--- src/hw/rtl/dro_pkg.sv ---
// Shared types and constants for the dead-reckoning odometry block.
package dro_pkg;

  localparam int TRIG_ITERATIONS = 16;
  localparam int ATAN_STEPS      = 24;
  localparam int CORDIC_STEPS    = (TRIG_ITERATIONS < ATAN_STEPS) ? TRIG_ITERATIONS : ATAN_STEPS;
  localparam int ITER_W          = $clog2(ATAN_STEPS);

  localparam int XY_W  = 20;   // CORDIC x/y working width, headroom over Q1.15
  localparam int Z_W   = 34;   // residual angle, 32-bit turns plus growth

  localparam logic signed [XY_W-1:0] CORDIC_GAIN = XY_W'(19898);
  localparam logic [15:0]            INV_PERIOD_RESET = 16'd2560;

  localparam logic CMD_UPDATE = 1'b0;
  localparam logic CMD_CLEAR  = 1'b1;

  localparam logic [31:0] ATAN_TURNS [ATAN_STEPS] = '{
    32'h20000000, 32'h12E4051E, 32'h09FB385B, 32'h051111D4,
    32'h028B0D43, 32'h0145D7E1, 32'h00A2F61E, 32'h00517C55,
    32'h0028BE53, 32'h00145F2F, 32'h000A2F98, 32'h000517CC,
    32'h00028BE6, 32'h000145F3, 32'h0000A2FA, 32'h0000517D,
    32'h000028BE, 32'h0000145F, 32'h00000A30, 32'h00000518,
    32'h0000028C, 32'h00000146, 32'h000000A3, 32'h00000051
  };

  typedef enum logic [3:0] {
    ST_IDLE,
    ST_ROT,
    ST_FIN,
    ST_MX,
    ST_AX,
    ST_MY,
    ST_AY,
    ST_MS,
    ST_MT,
    ST_RT,
    ST_OUT
  } dro_state_t;

endpackage

--- src/hw/rtl/dead_reckoning_odometry.sv ---
// Dead-reckoning pose tracker: iterative CORDIC plus one shared multiplier.
// Update transaction: the CORDIC step loop runs CORDIC_STEPS iterations, then four passes go
//   through the shared 16x17 multiplier. Clear transaction: skips both and goes to output.
// The result is loaded into the output register from ST_OUT once that register is free;
//   a new input is taken while that result still waits.
// Reset (synchronous, rst_n low): pose cleared, inverse period 2560, output empty.
module dead_reckoning_odometry
  import dro_pkg::*;
(
  input  logic         clk,
  input  logic         rst_n,
  input  logic         cfg_wr_en,
  input  logic [15:0]  cfg_wr_data,   // inverse_period, Q8.8
  input  logic         in_tvalid,
  output logic         in_tready,
  input  logic [31:0]  in_tdata,      // [15:0] distance, [31:16] turn
  input  logic         in_tuser,      // cmd
  output logic         out_tvalid,
  input  logic         out_tready,
  output logic [127:0] out_tdata      // [31:0] pos_x, [63:32] pos_y, [79:64] bearing,
                                      // [103:80] speed, [127:104] turn_rate
);

  dro_state_t state_r, state_nxt;

  logic [15:0]              inv_period_r;
  logic signed [31:0]       x_acc_r, y_acc_r;
  logic signed [15:0]       heading_r;
  logic signed [15:0]       dist_r, turn_r;
  logic signed [XY_W-1:0]   cx_r, cy_r;
  logic signed [Z_W-1:0]    z_r;
  logic                     flip_r;
  logic [ITER_W-1:0]        iter_r;
  logic signed [32:0]       prod_r;
  logic [23:0]              speed_r, rate_r;
  logic                     out_tvalid_r;
  logic [127:0]             out_tdata_r;

  logic                     in_acc;
  logic                     out_load;
  logic signed [15:0]       mul_a;
  logic signed [16:0]       mul_b;
  logic signed [32:0]       mul_p;

  // input fields
  logic signed [15:0] in_dist, in_turn;
  assign in_dist = in_tdata[15:0];
  assign in_turn = in_tdata[31:16];

  // midpoint angle as a 32-bit turn fraction, folded into [-pi/2, pi/2)
  logic [16:0]        mid17;
  logic [31:0]        angle;
  logic               flip;
  assign mid17 = 17'({heading_r, 1'b0}) + 17'(in_turn);
  assign angle = {mid17, 15'd0};
  assign flip  = angle[31] ^ angle[30];

  // one CORDIC rotation step
  logic signed [XY_W-1:0] dx, dy;
  logic signed [Z_W-1:0]  atan_z;
  logic                   z_pos;
  assign dx     = cy_r >>> iter_r;
  assign dy     = cx_r >>> iter_r;
  assign atan_z = Z_W'(ATAN_TURNS[iter_r]);
  assign z_pos  = !z_r[Z_W-1];

  // sign fix and clamp to Q1.15
  function automatic logic signed [XY_W-1:0] fix_q15(input logic signed [XY_W-1:0] v,
                                                     input logic neg);
    logic signed [XY_W-1:0] t;
    t = neg ? -v : v;
    if (t > XY_W'(32767))
      return XY_W'(32767);
    else if (t < -XY_W'(32768))
      return -XY_W'(32768);
    return t;
  endfunction

  // round half up, then saturating accumulate
  function automatic logic signed [31:0] acc_step(input logic signed [31:0] acc,
                                                  input logic signed [32:0] p);
    logic signed [32:0] r;
    logic signed [33:0] s;
    r = p + 33'sd16384;
    s = 34'(acc) + 34'($signed(r[32:15]));
    if (s[33:31] == 3'b000 || s[33:31] == 3'b111)
      return s[31:0];
    return s[33] ? 32'sh80000000 : 32'sh7FFFFFFF;
  endfunction

  assign mul_p = 33'(mul_a) * 33'(mul_b);

  // next state
  always_comb begin
    state_nxt = state_r;
    case (state_r)
      ST_IDLE: begin
        if (in_acc)
          state_nxt = (in_tuser == CMD_CLEAR) ? ST_OUT : ST_ROT;
      end
      ST_ROT: begin
        if (iter_r == ITER_W'(CORDIC_STEPS - 1))
          state_nxt = ST_FIN;
      end
      ST_FIN:  state_nxt = ST_MX;
      ST_MX:   state_nxt = ST_AX;
      ST_AX:   state_nxt = ST_MY;
      ST_MY:   state_nxt = ST_AY;
      ST_AY:   state_nxt = ST_MS;
      ST_MS:   state_nxt = ST_MT;
      ST_MT:   state_nxt = ST_RT;
      ST_RT:   state_nxt = ST_OUT;
      ST_OUT: begin
        if (out_load)
          state_nxt = ST_IDLE;
      end
      default: state_nxt = ST_IDLE;
    endcase
  end

  // sequencer outputs
  always_comb begin
    in_tready = (state_r == ST_IDLE);
    out_load  = (state_r == ST_OUT) && (!out_tvalid_r || out_tready);
    mul_a     = dist_r;
    mul_b     = 17'({1'b0, inv_period_r});
    case (state_r)
      ST_MX:   mul_b = {cx_r[15], cx_r[15:0]};
      ST_MY:   mul_b = {cy_r[15], cy_r[15:0]};
      ST_MS:   mul_a = dist_r;
      ST_MT:   mul_a = turn_r;
      default: mul_a = dist_r;
    endcase
  end

  assign in_acc = in_tvalid && in_tready;

  always_ff @(posedge clk) begin
    if (!rst_n) begin
      state_r      <= ST_IDLE;
      inv_period_r <= INV_PERIOD_RESET;
      x_acc_r      <= '0;
      y_acc_r      <= '0;
      heading_r    <= '0;
      out_tvalid_r <= 1'b0;
      iter_r       <= '0;
    end else begin
      state_r <= state_nxt;
      if (cfg_wr_en)
        inv_period_r <= cfg_wr_data;
      if (out_load)
        out_tvalid_r <= 1'b1;
      else if (out_tready)
        out_tvalid_r <= 1'b0;

      case (state_r)
        ST_IDLE: begin
          iter_r <= '0;
          if (in_acc) begin
            if (in_tuser == CMD_CLEAR) begin
              x_acc_r   <= '0;
              y_acc_r   <= '0;
              heading_r <= '0;
            end else begin
              heading_r <= heading_r + in_turn;
            end
          end
        end
        ST_ROT:  iter_r <= iter_r + ITER_W'(1);
        ST_AX:   x_acc_r <= acc_step(x_acc_r, prod_r);
        ST_AY:   y_acc_r <= acc_step(y_acc_r, prod_r);
        default: ;
      endcase
    end
  end

  // datapath registers, no reset
  always_ff @(posedge clk) begin
    case (state_r)
      ST_IDLE: begin
        if (in_acc) begin
          dist_r  <= in_dist;
          turn_r  <= in_turn;
          flip_r  <= flip;
          z_r     <= Z_W'($signed({angle[31] ^ flip, angle[30:0]}));
          cx_r    <= CORDIC_GAIN;
          cy_r    <= '0;
          speed_r <= '0;
          rate_r  <= '0;
        end
      end
      ST_ROT: begin
        if (z_pos) begin
          cx_r <= cx_r - dx;
          cy_r <= cy_r + dy;
          z_r  <= z_r - atan_z;
        end else begin
          cx_r <= cx_r + dx;
          cy_r <= cy_r - dy;
          z_r  <= z_r + atan_z;
        end
      end
      ST_FIN: begin
        cx_r <= fix_q15(cx_r, flip_r);
        cy_r <= fix_q15(cy_r, flip_r);
      end
      ST_MX, ST_MY, ST_MS: prod_r <= mul_p;
      ST_MT: begin
        speed_r <= prod_r[31:8];
        prod_r  <= mul_p;
      end
      ST_RT:   rate_r <= prod_r[31:8];
      default: ;
    endcase
    if (out_load)
      out_tdata_r <= {rate_r, speed_r, heading_r, y_acc_r, x_acc_r};
  end

  assign out_tvalid = out_tvalid_r;
  assign out_tdata  = out_tdata_r;

endmodule

--- config.mk ---
export PLATFORM = sky130hd
export DESIGN_NAME = dead_reckoning_odometry
export DESIGN_NICKNAME = d
export VERILOG_FILES = /design/src/hw/rtl/dro_pkg.sv /design/src/hw/rtl/dead_reckoning_odometry.sv
export SDC_FILE = /design/constraint.sdc
export NUM_CORES = 2
export LEC_CHECK = 0
export BUFFER_PORTS_ARGS = -buffer_cell sky130_fd_sc_hd__buf_2
export CAP_MARGIN = 20
export CORE_ASPECT_RATIO = 1.2
export CORE_MARGIN = 2
export CORE_UTILIZATION = 45
export DETAILED_ROUTE_END_ITERATION = 7
export GPL_TIMING_DRIVEN = 0
export MAX_ROUTING_LAYER = met4
export PLACE_DENSITY = 0.68
export SYNTH_ARGS = -nofsm -noshare
export SYNTH_HDL_FRONTEND = slang
export SYNTH_SLANG_ARGS = --single-unit
--- constraint.sdc ---
create_clock -name clk -period 9.6 [get_ports clk]
set_input_delay 1.92 -clock clk [delete_from_list [all_inputs] [get_ports clk]]
set_output_delay 1.92 -clock clk [all_outputs]
set_load 0.1 [all_outputs]
=== After elaboration in Yosys (flattened, before gate mapping) ===
Memory sizes are Yosys's and may differ from the RTL's.
Cells that the tools add are included.

* Bits in registers: 422
* Memory bits (read-only): 1024
* Output and inout port bits: 130
* Memories: 1
* Bits of input ports: 54

{| class="wikitable"
|+ Memory list
! memory !! depth !! bits a word !! rd ports !! clocked after memory_dff !! wr ports !! line !! RTL
|-
| (name not given) || 32 || 32 || 1 || 0 || 0 || dead_reckoning_odometry.sv:64 || <nowiki>assign atan_z = Z_W'(ATAN_TURNS[iter_r]);</nowiki>
|}

* Shifts and indexed selects: 2
* Bitwise gates (word level): 3
* Reductions and logical operators: 25
* Magnitude comparators: 5
* Multipliers: 1
* Eq/ne operators: 17
* Muxes and demuxes: 55
* $add $sub $neg: 14

{| class="wikitable"
|+ Operator list
! operator !! count
|-
| 2-to-1 mux 32 bit || 10
|-
| 2-to-1 mux 20 bit || 12
|-
| one-hot mux 32 bit (2 select lines) || 2
|-
| one-hot mux 20 bit (3 select lines) || 2
|-
| one-hot mux 24 bit (2 select lines) || 2
|-
| 2-to-1 mux 34 bit || 2
|-
| one-hot mux 34 bit (2 select lines) || 1
|-
| adder 32 x 18 -> 33 bit || 2
|-
| one-hot mux 4 bit (11 select lines) || 1
|-
| adder 20 bit || 2
|-
| > comparator 20 x 16 -> 1 bit, second input constant || 2
|-
| less-than comparator 20 x 16 -> 1 bit, second input constant || 2
|-
| negation 20 bit || 2
|-
| >>> shifter 20 x 5 -> 20 bit || 2
|-
| subtractor 20 bit || 2
|-
| adder 34 x 33 -> 34 bit || 1
|-
| one-hot mux 17 bit (2 select lines) || 1
|-
| subtractor 34 x 33 -> 34 bit || 1
|-
| adder 33 x 16 -> 33 bit, second input constant || 1
|-
| multiplier 16 x 17 -> 33 bit || 1
|-
| 2-to-1 mux 16 bit || 2
|-
| 2-to-1 mux 24 bit || 1
|-
| adder 17 bit || 1
|-
| adder 16 bit || 1
|-
| 25 further kinds || 66
|}

=== Depth between registers and ports, before layout ===
* Word-level depth: 9
* Depth in mapped cells: 32
* Gate-level depth less buffers: 28

=== Worst setup path before layout ===
No wires, ideal clock.

* Path kind: input-to-reg
* Start point: input port in_tvalid
* End point: register cx_r[0], enable pin
* Stages on the path: 2
* Arrival time: 8.303 ns
* Path buffers: 0
* Slack: 0.643 ns
* Cells stage by stage: nor3_1 > a2111oi_0

* Word-level cells in the longest chain between the ends: 3

{| class="wikitable"
|+ Ends and longest elaborated chain
! what !! line !! RTL
|-
| start, declared || dead_reckoning_odometry.sv:14 || <nowiki>input logic in_tvalid,</nowiki>
|-
| logical AND 1 bit || dead_reckoning_odometry.sv:136 || <nowiki>assign in_acc = in_tvalid && in_tready;</nowiki>
|-
| != test 2 x 1 -> 1 bit (no source line) || -- ||
|-
| AND reduction 2 bit (no source line) || -- ||
|-
| end signal, assigned || dead_reckoning_odometry.sv:194 || <nowiki>cx_r <= cx_r - dx;</nowiki>
|-
| end signal, assigned || dead_reckoning_odometry.sv:198 || <nowiki>cx_r <= cx_r + dx;</nowiki>
|-
| end signal, assigned || dead_reckoning_odometry.sv:204 || <nowiki>cx_r <= fix_q15(cx_r, flip_r);</nowiki>
|-
| end, declared || dead_reckoning_odometry.sv:30 || <nowiki>logic signed [XY_W-1:0] cx_r, cy_r;</nowiki>
|}

Every way passes these cells.
A chain may end at the register's enable or synchronous reset.

=== Worst setup path after layout ===
* Start point: register state_r[3]
* End point: register prod_r[32] (data pin)

* Word-level cells in the longest chain between the ends: 3
* Elaborated cells between the ends (all ways): 6
* Classes of those cells: mul: 1; eq/ne: 3; mux: 2

{| class="wikitable"
|+ Ends and longest elaborated chain
! what !! line !! RTL
|-
| start, declared || dead_reckoning_odometry.sv:24 || <nowiki>dro_state_t state_r, state_nxt;</nowiki>
|-
| start signal, assigned || dead_reckoning_odometry.sv:148 || <nowiki>state_r <= state_nxt;</nowiki>
|-
| == test 4 x 3 -> 1 bit (tied with other cells) || dead_reckoning_odometry.sv:127 || <nowiki>case (state_r)</nowiki>
|-
| one-hot mux 17 bit (2 select lines) or 2-to-1 mux 16 bit (tied branches) || dead_reckoning_odometry.sv:127 ||
|-
| multiplier 16 x 17 -> 33 bit * || dead_reckoning_odometry.sv:91 || <nowiki>assign mul_p = 33'(mul_a) * 33'(mul_b);</nowiki>
|-
| named net mul_p[32] || dead_reckoning_odometry.sv:43 || <nowiki>logic signed [32:0] mul_p;</nowiki>
|-
| end signal, assigned || dead_reckoning_odometry.sv:207 || <nowiki>ST_MX, ST_MY, ST_MS: prod_r <= mul_p;</nowiki>
|-
| end signal, assigned || dead_reckoning_odometry.sv:210 || <nowiki>prod_r <= mul_p;</nowiki>
|-
| end, declared || dead_reckoning_odometry.sv:34 || <nowiki>logic signed [32:0] prod_r;</nowiki>
|}

Mark *: on every way through the listed nets, which the timed path passes. The rest lies on a longest branch.

==> metrics.md <==
| Metric | Value |
|---|---|
| Outcome | completed |
| Multi-input gate area | between 20000 and 25000 um2 |
| Hold buffer count at CTS | 0 |
| Minimum clock period | roughly 9 ns |
| Clock buffer depth | 3 |
| Maxcap violations | 0 |
| Mux share of post-synthesis cell area | 0.0552 |
| Layout cells sized above 1 | 0.0936 |
| First DRT Iteration DRCs | 2507 |
| Cell Rows | 116 |
| Clk slew on worst S/H paths | 0.06 ns |
| Vias per cell | 5.66 |
| NumNets Final | between 4000 and 5000 |
| Setup repair bufs after CTS | 0 |
| Area grow syn2layout | 11.1% |
| Req. time, crit path | 9.95 ns |
| Final Cycle Share | 0.946 |
| Final slew viol count | 0 |
| RSZ-0062 raised after global routing | no |
| Syn_nets | 4521 |
| Slew at the pin with the worst max-slew slack | roughly 1.2 ns |
| Vias | 30266 |
| DR WL/cell | 20.6 um |
| R2R Setup Slk | 0.52 ns |
| Initial antenna violation count | 15 |
| Sequential share of the synthesized area | 0.301 |
| Crit path kind | reg2reg |
| Yosys reg bits | 414 |
| Sinks on Clock Net | 414 |
| CTS tree | done |
| M2 GR Usage | 0.427 |
| Io pins | 184 |
| Post-detail-place hpwl | 87100 um |
| First-pass GRT wire length | 170000 um |
| Post-route DRC | 0 |
| Crit. End Element | flip-flop |
| RD Place Congestion | 1.00 |
| Slew Limit Headroom | 0.192 |
| Post-Synthesis Cells | just under 4000 |
| CTS Root Cell | clkbuf_16 |
| DIE AREA | between 80000 and 90000 um2 |
| Met3 Resource Use GR | 0.0408 |
| TritonCTS buffer count | 46 |
| Synth Area in Simple Gates | 0.144 |
| GR peak layer | met2 |
| Number of input and output port buffers inserted | 181 |
| CP Max Fanout | 10 |
| Compound-cell area share of the yosys netlist | 0.141 |
| Die width | 268 um |
| Share of flip-flops with an asynchronous set or reset | 0 |
| Hold Crit Class | reg2reg |
| FMAX | 110 MHz |
| Vias in the first global route | around 30000 |
| CP Launch Type | flip-flop |
| Ys Warns | 0 |
| H-tree depth | 2 |
| FF+latch area | 11400 um2 |
| Unique masters post-synth | 85 |
| Final setup fails | 0 |
| Fill count | 7803 |
| Fin util | 0.504 |
| Initial Utilization | 0.453 |
| XOR/XNOR Fraction of Synth Area | 0.0652 |
| Pre-CTS setup slack | 0.224 ns |
| Global-route usage over all layers | 0.264 |
| Largest net degree at the start of global routing | 40 |
| Fin Clk Skew | 0.0331 ns |
| Commonest non-fill, non-tap cell in the layout | nand2_1 |
| Core Region | 83300 um2 |
| Adder-cell share of the synthesized area | 0.236 |
| Total grt overflow | 0 |
| DR pass1 iterations | 5 |
| Hold Vio Cnt, Final | 0 |
| Die Y | 321 um |
| Cell Area, Synth | 37800 um2 |
| Largest family of logic cells by synthesized area | adder cells |
| DRT antenna net count | 0 |
| Top_reg_cell synth | edfxtp_1 |
| Syn avg cell area | 9.62 um2 |
| Commonest non-fill, non-tap cells in the layout | nand2_1, inv_1, edfxtp_1, nor2_1, fa_1 |
| Routed wire length | 110000 um |
| Met1 usage | 0.332 |
| Post-synth EDFFs | a little over 300 |
| Worst Path Arrival | roughly 9.4 ns |
| Worst-Skew Late Latency | approximately 0.63 ns |
| Fin worst setup slack | a little over 0.5 ns |
==> what timing repair did <==
item | 4_1_cts | 5_1_grt
resized for setup | 0 | 4
hold endpoints to repair | 0 | 0
setup endpoints to repair | 0 | 8
==> logic make-up (layout without fill, tap and decap cells) <==
logic type / Yosys count / after routing
multiplexers: 137 / 137
buffers and inverters: 560 / 844
flip-flops: 414 / 414
other: 0 / 17
AND/OR/NAND/NOR: 1158 / 1158
AO/OA/AOI/OAI: 832 / 832
adder cells (fa/ha/maj): 544 / 544
XOR/XNOR: 281 / 281
==> worst max-delay path, cell delays in order (launching register included) <==
cell	delay (ns)
dfxtp_1	0.30
clkbuf_1	0.31
nor4b_2	0.70
clkbuf_1	0.53
clkbuf_2	0.49
mux2i_1	0.73
nor2_1	0.15
fa_1	0.51
inv_1	0.06
fa_1	0.52
inv_1	0.05
fa_1	0.53
fa_1	0.44
fa_1	0.49
inv_1	0.05
fa_1	0.48
inv_1	0.04
ha_1	0.32
nand2_1	0.08
nor4_1	0.70
o21ai_0	0.39
a21oi_1	0.34
nor2_1	0.09
a21oi_1	0.22
xnor2_1	0.30
==> cells in the mapped netlist, types with 14 or more instances <==
master | count | area, um2
o211ai_1 | 45 | 338
or3_1 | 20 | 125
nor2_1 | 307 | 1150
edfxtp_1 | 308 | 9250
a21oi_1 | 232 | 1160
a21o_1 | 85 | 638
nand2b_1 | 39 | 244
a22oi_1 | 32 | 240
xor2_1 | 125 | 1090
o21a_1 | 24 | 180
and3_1 | 32 | 200
o31ai_1 | 24 | 180
buf_1 | 14 | 52.6
a31oi_1 | 36 | 225
xnor2_1 | 156 | 1370
dfxtp_1 | 106 | 2120
nor2b_1 | 73 | 457
and2_1 | 86 | 538
inv_1 | 374 | 1400
o21ai_0 | 174 | 871
mux2i_1 | 63 | 631
clkbuf_1 | 148 | 556
mux4_2 | 32 | 721
or2_2 | 21 | 131
nand3_1 | 62 | 310
fa_1 | 282 | 5650
a211oi_1 | 16 | 120
mux2_2 | 24 | 270
nor3_1 | 45 | 225
a211o_1 | 19 | 166
ha_1 | 259 | 3240
nand4_1 | 20 | 125
nand2_1 | 403 | 1510
mux4_1 | 17 | 447
o21bai_1 | 28 | 210
==> stage by stage <==
step           setup TNS [ns]  std cells  instance area, um2  hold WS (ns)
3_3_place_gp          -324.02       5228               40100         0.401
3_5_place_dp                0       5244               40300         0.405
2_1_floorplan               0       3926               37800         0.400
5_1_grt                     0       5345               41900         0.425
4_1_cts                     0       5330               41900         0.420
6_report                    0       5348               42000         0.416
==> layer usage <==
layer  part of all wire  up-vias  wire length [um]
met5                  0        -                 0
met2               0.47     1149             52100
li1                   -    14193                 -
met3              0.073      249              8080
met1               0.41    14675             45400
met4              0.043        0              4700
==> state kept, by name, indices dropped and copies added, names as in the netlist, 20 cells and up <==
signal	count
cx_r	20
cy_r	20
out_tdata	128
prod_r	25
rate_r	24
speed_r	24
x_acc_r	32
y_acc_r	32
z_r	34
==> path summary, 6_finish.rpt <==
path	endpoint	cells after the start	from
min	out_tdata[89]	0	speed_r[9]
max reg2reg	prod_r[32]	24	state_r[3]
max	prod_r[32]	24	state_r[3]
min reg2reg	out_tdata[89]	0	speed_r[9]
==> layout make-up <==
type	count	area share
plain buffers	182	0.0181
inverters	378	0.0338
diodes	17	0.00101
multi-input cells	2952	0.578
repair buffers	198	0.0271
well taps	1121	0.0334
clock buffers	62	0.0303
clock inverters	24	0.00704
flip-flops and latches	414	0.271
Power is left out: the tool's default activity adds up to more than one toggle a clock period on the data nets, which glitch-free logic cannot reach.
